File: src/rtl/pal_pkg.sv
// Package for the positional array list unit: field widths, operation and
// status codes, and the result and sequencer status structs.
// No dependencies.
`timescale 1ns / 1ps

package pal_pkg;

  localparam int CAPACITY_DEF = 256;
  localparam int MODE_W       = 2;
  localparam int POS_W        = 9;
  localparam int WORD_W       = 32;
  localparam int STAT_W       = 2;

  typedef enum logic [MODE_W-1:0] {
    MODE_INSERT = 2'd0,
    MODE_DELETE = 2'd1,
    MODE_FIND   = 2'd2
  } mode_e;

  typedef enum logic [STAT_W-1:0] {
    ST_OK        = 2'd0,
    ST_BAD_POS   = 2'd1,
    ST_FULL      = 2'd2,
    ST_NOT_FOUND = 2'd3
  } status_e;

  typedef struct packed {
    status_e            status;
    logic [POS_W-1:0]   found_pos;
    logic [POS_W-1:0]   length;
  } res_t;

  typedef struct packed {
    logic idle;
    logic done;
    res_t res;
  } ctl_stat_t;

endpackage

File: src/rtl/pal_ctrl.sv
// Sequencer of the positional array list: checks positions, walks the store
// one entry per cycle to shift or search, and keeps the entry count.
// Depends on pal_pkg; drives the ports of pal_store.
`timescale 1ns / 1ps

module pal_ctrl #(
  parameter int CAPACITY = pal_pkg::CAPACITY_DEF
) (
  input  logic                              clk_i,
  input  logic                              rst_ni,
  input  logic                              start_i,
  input  logic [pal_pkg::MODE_W-1:0]        mode_i,
  input  logic [pal_pkg::POS_W-1:0]         pos_i,
  input  logic [pal_pkg::WORD_W-1:0]        value_i,
  input  logic                              res_ready_i,
  output pal_pkg::ctl_stat_t                stat_o,
  output logic                              wr_en_o,
  output logic [$clog2(CAPACITY)-1:0]       wr_addr_o,
  output logic [pal_pkg::WORD_W-1:0]        wr_data_o,
  output logic [$clog2(CAPACITY)-1:0]       rd_addr_o,
  input  logic [pal_pkg::WORD_W-1:0]        rd_data_i
);
  import pal_pkg::*;

  localparam int CW = $clog2(CAPACITY + 1);
  localparam int AW = $clog2(CAPACITY);
  localparam int WW = (CW > POS_W) ? CW : POS_W;
  localparam int XW = WW + 1;

  typedef enum logic [2:0] {
    S_IDLE,
    S_INS_WALK,
    S_INS_LAST,
    S_INS_PUT,
    S_DEL_WALK,
    S_DEL_LAST,
    S_FIND_WALK,
    S_RESP
  } state_e;

  state_e            state_q;
  logic [CW-1:0]     cnt_q;
  logic [AW-1:0]     addr_q;
  logic [AW-1:0]     stop_q;
  logic              pend_q;
  logic [AW-1:0]     pend_addr_q;
  logic [WORD_W-1:0] word_q;
  status_e           status_q;
  logic [POS_W-1:0]  where_q;

  logic [XW-1:0] pos_x;
  logic [XW-1:0] cnt_x;
  logic [XW-1:0] pos_m1_x;
  logic [XW-1:0] where_x;
  logic [CW-1:0] cnt_m1;
  logic          ins_bad;
  logic          del_bad;
  logic          is_full;
  logic          is_match;

  assign pos_x    = {{(XW-POS_W){1'b0}}, pos_i};
  assign cnt_x    = {{(XW-CW){1'b0}}, cnt_q};
  assign pos_m1_x = pos_x - XW'(1);
  assign cnt_m1   = cnt_q - CW'(1);
  assign where_x  = {{(XW-AW){1'b0}}, pend_addr_q} + XW'(1);
  assign ins_bad  = (pos_x == '0) || (pos_x > cnt_x + XW'(1));
  assign del_bad  = (pos_x == '0) || (pos_x > cnt_x);
  assign is_full  = (cnt_x >= XW'(CAPACITY));
  assign is_match = (rd_data_i == word_q);

  always_comb begin
    wr_en_o   = 1'b0;
    wr_addr_o = pend_addr_q;
    wr_data_o = rd_data_i;
    case (state_q)
      S_INS_WALK, S_INS_LAST, S_DEL_WALK, S_DEL_LAST: begin
        wr_en_o = pend_q;
      end
      S_INS_PUT: begin
        wr_en_o   = 1'b1;
        wr_addr_o = stop_q;
        wr_data_o = word_q;
      end
      default: begin
        wr_en_o = 1'b0;
      end
    endcase
  end

  assign rd_addr_o = addr_q;

  always_ff @(posedge clk_i or negedge rst_ni) begin
    if (!rst_ni) begin
      state_q     <= S_IDLE;
      cnt_q       <= '0;
      pend_q      <= 1'b0;
      status_q    <= ST_OK;
      where_q     <= '0;
      addr_q      <= '0;
      stop_q      <= '0;
      pend_addr_q <= '0;
      word_q      <= '0;
    end else begin
      case (state_q)
        S_IDLE: begin
          pend_q <= 1'b0;
          if (start_i) begin
            status_q <= ST_OK;
            where_q  <= '0;
            word_q   <= value_i;
            state_q  <= S_RESP;
            case (mode_i)
              MODE_INSERT: begin
                if (ins_bad) begin
                  status_q <= ST_BAD_POS;
                end else if (is_full) begin
                  status_q <= ST_FULL;
                end else begin
                  stop_q <= pos_m1_x[AW-1:0];
                  addr_q <= cnt_m1[AW-1:0];
                  if (pos_m1_x == cnt_x) begin
                    state_q <= S_INS_PUT;
                  end else begin
                    state_q <= S_INS_WALK;
                  end
                end
              end
              MODE_DELETE: begin
                if (del_bad) begin
                  status_q <= ST_BAD_POS;
                end else if (pos_x == cnt_x) begin
                  cnt_q <= cnt_m1;
                end else begin
                  addr_q  <= pos_x[AW-1:0];
                  stop_q  <= cnt_m1[AW-1:0];
                  state_q <= S_DEL_WALK;
                end
              end
              MODE_FIND: begin
                if (cnt_q == '0) begin
                  status_q <= ST_NOT_FOUND;
                end else begin
                  addr_q  <= '0;
                  stop_q  <= cnt_m1[AW-1:0];
                  state_q <= S_FIND_WALK;
                end
              end
              default: begin
                status_q <= ST_OK;
              end
            endcase
          end
        end
        S_INS_WALK: begin
          pend_q      <= 1'b1;
          pend_addr_q <= addr_q + AW'(1);
          if (addr_q == stop_q) begin
            state_q <= S_INS_LAST;
          end else begin
            addr_q <= addr_q - AW'(1);
          end
        end
        S_INS_LAST: begin
          pend_q  <= 1'b0;
          state_q <= S_INS_PUT;
        end
        S_INS_PUT: begin
          cnt_q   <= cnt_q + CW'(1);
          state_q <= S_RESP;
        end
        S_DEL_WALK: begin
          pend_q      <= 1'b1;
          pend_addr_q <= addr_q - AW'(1);
          if (addr_q == stop_q) begin
            state_q <= S_DEL_LAST;
          end else begin
            addr_q <= addr_q + AW'(1);
          end
        end
        S_DEL_LAST: begin
          pend_q  <= 1'b0;
          cnt_q   <= cnt_m1;
          state_q <= S_RESP;
        end
        S_FIND_WALK: begin
          if (pend_q && is_match) begin
            pend_q   <= 1'b0;
            status_q <= ST_OK;
            where_q  <= where_x[POS_W-1:0];
            state_q  <= S_RESP;
          end else if (pend_q && (pend_addr_q == stop_q)) begin
            pend_q   <= 1'b0;
            status_q <= ST_NOT_FOUND;
            state_q  <= S_RESP;
          end else begin
            pend_q      <= 1'b1;
            pend_addr_q <= addr_q;
            if (addr_q != stop_q) begin
              addr_q <= addr_q + AW'(1);
            end
          end
        end
        S_RESP: begin
          if (res_ready_i) begin
            state_q <= S_IDLE;
          end
        end
        default: begin
          state_q <= S_IDLE;
        end
      endcase
    end
  end

  assign stat_o.idle          = (state_q == S_IDLE);
  assign stat_o.done          = (state_q == S_RESP);
  assign stat_o.res.status    = status_q;
  assign stat_o.res.found_pos = where_q;
  assign stat_o.res.length    = cnt_x[POS_W-1:0];

  a_cnt_bound: assert property (@(posedge clk_i) disable iff (!rst_ni)
    cnt_q <= CW'(CAPACITY))
    else $error("Entry count exceeds the capacity.");

  a_wr_in_list: assert property (@(posedge clk_i) disable iff (!rst_ni)
    wr_en_o |-> ({{(XW-AW){1'b0}}, wr_addr_o} <= cnt_x))
    else $error("Store write lands beyond the end of the list.");

  a_ins_grow: assert property (@(posedge clk_i) disable iff (!rst_ni)
    state_q == S_INS_PUT |=> cnt_q == $past(cnt_q) + CW'(1))
    else $error("Insert did not grow the list by one entry.");

  a_del_shrink: assert property (@(posedge clk_i) disable iff (!rst_ni)
    state_q == S_DEL_LAST |=> cnt_q == $past(cnt_q) - CW'(1))
    else $error("Delete did not shrink the list by one entry.");

endmodule

File: config.mk
export PLATFORM = sky130hd
export DESIGN_NAME = pal_ctrl
export DESIGN_NICKNAME = d
export VERILOG_FILES = /design/src/rtl/pal_pkg.sv /design/src/rtl/pal_ctrl.sv
export SDC_FILE = /design/constraint.sdc
export NUM_CORES = 1
export LEC_CHECK = 0
export BUFFER_PORTS_ARGS = -buffer_cell sky130_fd_sc_hd__buf_2
export CORE_UTILIZATION = 55
export CTS_CLUSTER_DIAMETER = 30
export DETAILED_ROUTE_END_ITERATION = 8
export PLACE_DENSITY = 0.84
export SLEW_MARGIN = 20
export SYNTH_ARGS = -nofsm -noshare
export SYNTH_HDL_FRONTEND = slang
export SYNTH_SLANG_ARGS = --single-unit
File: constraint.sdc
create_clock -name clk_i -period 3.95 [get_ports clk_i]
set_input_delay 0.79 -clock clk_i [delete_from_list [all_inputs] [get_ports clk_i]]
set_output_delay 0.79 -clock clk_i [all_outputs]
set_load 0.02 [all_outputs]
==> impl_results.md <==
- Result of the run: finished, final reports clean
- First-pass GRT wire length: 28900 microns
- Avg Cell Area, Syn: 7.78 sq um
- Min Tclk post-route: roughly 3.7 ns
- Global Route Usage Sum: 31.1%
- Worst ir drop on vdd: ~510 uV
- Max cap viols: 0
- Diode count: 0
- WL final: 18700 microns
- Setup WS pre-CTS: 0.378 ns
- PD cells: 779 nW/um^2
- P_leak: about 3.7 nW
- Pin count of the biggest net entering global routing: 63
- Worst min-delay path class: in2async
- CTS H-tree lvls: 3
- # hold bufs at CTS: 0
- Residual DRC count: 0
- Req. time, crit path: 4.18 ns
- Largest cells by area after synthesis: dfrtp_1 (31%), nand2_1 (15%), xnor2_1 (9.9%)
- Area leader, netlist: dfrtp_1
- Grt total ovfl: 0
- YS warnings: 0
- Die H: 110 microns
- FF-to-FF setup slack: 0.28 ns
- HPWL after DPL: roughly 14000 microns
- Post-Layout Cell Count: 1099
- RSZ-0062 raised after global routing: false
- Postcts setup bufs: 0
- Number of global-route vias before repair: 5804
- Core Region: about 11000 sq um
- Top cell type's share of synthesized area: 31.0%
- Crit path arrival time: 3.90 ns
- Antenna Nets Post-Route: 0
- Post-synthesis net count: 939
- FP Rows: 39
- Total CTS buffers: 9
- CTS tree: yes
- Sequential area share after synthesis: 31.0%
- Gpl congestion: 0.970
- CP Launch Type: register
- CP Cell Sequence: ha_1 > and3_1 > and3_1 > nand3_1 > xnor2_1 > ha_1 > a21oi_1 > nor3b_1 > a221o_2 > a41oi_4 > nor3_4 > mux2_4
- Final period utilization: 93.0%
- Top_reg_cell synth: dfrtp_1
- Initial Util: 56.6%
- Worst Path Class, Setup: reg2reg
- Synthesized area: 6460 sq um
- Worst reg2reg path depth: 12
- DR WL/cell: 17.0 microns
- Clock slew at reported path FFs: roughly 0.070 ns
- Nets: 1059
- Critical Path Max Stage Delay: 0.54 ns
- Area grow syn2layout: 17.1%
- Starting DRT DRC Count: approximately 660
- Final hold viol count: 0
- Final core utilization: 66.3%
- Total negative setup slack: 0 ns
- CP max FO: 9
- Power, Total: 5.89 mW
- Yosys cell types: 68
- Layout cells sized above 1: a little under a quarter
- Routed vias/inst: 5.85
- Crit path launch: cnt_q[0]
- R2R Path End: rd_addr_o[5]
- Count of boundary I/O pins: 150
- IO Port Bufs: 149
- Buf+Inv Stages, Crit Path: 0
- Critical Path Sink Type: register
- Worst Setup Slack, final: 0.278 ns
- Total iterations of the first detailed-routing run: 7
- Max_slew headroom: between 40 and 50%
- Clk_skew: 0.0102 ns
- Via count: 6432
- Max Freq: 272 MHz
- CTS max path bufs: 2
- Final-report setup violation count: 0
- Syn Inst Count: 831
- CTS-repair resized insts: 0
- Die width: ~110 microns
- Max stage delay cell, worst path: dfrtp_1
- Clock Sinks: 80
- Worst skew pair latency: 0.34 ns
- Max-slew violations: 0
- Async S/R FF share, synth: 100%
- Die area: 12200 sq um
- Slew @ Worst Pin: around 0.81 ns
- Placed Instances: 1083
- Clk root buf: clkbuf_16
- Initial antenna violation count: 0
- Worst reg2reg startpoint: cnt_q[0]
- FF+latch count, synth: 80
- Number of synthesized flops with an enable pin: 0
- Delay-heaviest family, CP: simple AND/OR/NAND/NOR gates
cells by family (layout without fill, tap and decap cells):
group | after synthesis | in the layout | synth area share [%]
muxes | 31 | 31 | 5.65
and+or+nand+nor | 396 | 396 | 27.0
adders and majority gates | 29 | 29 | 5.61
AOI/OAI and AO/OA | 130 | 130 | 13.9
buffers and inverters | 73 | 198 | 4.41
DFF | 80 | 80 | 31.0
xor gates and xnor gates | 92 | 92 | 12.5
how the worst max path moves through the flow:
| stage | slack (ns) | cells after the start | endpoint |
|---|---|---|---|
| final | 0.28 | 12 | rd_addr_o[5] |
| after global routing | 0.02 | 12 | rd_addr_o[2] |
| after CTS | 0.34 | 12 | rd_addr_o[5] |
| after detailed placement | 0.38 | 12 | rd_addr_o[5] |
| after global placement | 0.49 | 12 | rd_addr_o[6] |
| after floorplan | 0.45 | 13 | rd_addr_o[2] |
final cells by class:
type	count	area, sq um
well taps	143	179
fillers	965	3850
flip-flops and latches	80	2000
inverters	23	86.3
multi-input cells	678	4180
clock buffers	10	229
clock inverters	6	67.6
repair buffers	159	823
through the flow:
stage	hold slack, ns	instance area (sq um)
after detailed placement	0.494	7270
final	0.508	7570
after global routing	0.527	7570
after floorplan	0.487	6460
after global placement	0.485	7270
after CTS	0.508	7570
layer usage:
metal  global-route usage (%)  vias up  share of wire [%]
met4                     12.3        0                3.1
met1                     40.2     3042                 43
met2                     50.3      274                 47
met5                        0        -                  0
li1                         -     3068                  -
met3                     7.17       48                6.8
sequential cells by signal (all words and copies together) (netlist names):
| register | flops |
|---|---|
| cnt_q | 9 |
| pend_addr_q | 8 |
| word_q | 32 |
| status_q | 2 |
| rd_addr_o | 8 |
| stop_q | 8 |
| state_q | 3 |
| pend_q | 1 |
| where_q | 9 |
cells in the mapped netlist, types with 4 or more instances:
cell / instances
mux2_2: 20
inv_1: 22
nor2b_1: 6
buf_1: 5
or3_1: 6
nor4_1: 6
mux2_4: 6
nor2_1: 51
o21ai_0: 30
ha_1: 29
and3_1: 11
o221ai_1: 4
xor2_1: 19
a31oi_1: 10
xnor2_1: 73
nand4_1: 10
o211ai_1: 5
dfrtp_1: 80
nor3_1: 15
mux2i_1: 5
nand3_1: 16
a221oi_1: 7
nand2_1: 251
clkbuf_1: 43
a21oi_1: 30
where the power goes:
group          switching [mW]  total, mW  internal, mW
clock network           0.358      0.851         0.494
registers               0.596       1.77          1.17
logic                    1.88       3.28          1.40
cell usage in the layout (no fill, tap or decap), types with 4 or more instances in the layout:
cell type	synthesis	final
nand2_1	251	251
dfrtp_1	80	80
mux2_4	6	6
o211ai_1	5	5
a31oi_1	10	10
a21oi_1	30	30
clkbuf_16	0	9
buf_4	1	11
inv_1	22	22
nand4_1	10	10
or3_1	6	6
mux2i_1	5	5
o21ai_0	30	30
ha_1	29	29
xor2_1	19	19
buf_2	0	148
o221ai_1	4	4
nor2_1	51	50
nor2b_1	6	6
nor3_1	15	15
mux2_2	20	20
xnor2_1	73	73
nand3_1	16	16
a221oi_1	7	7
and3_1	11	11
nor4_1	6	6
(Power assumes the default switching activity.)
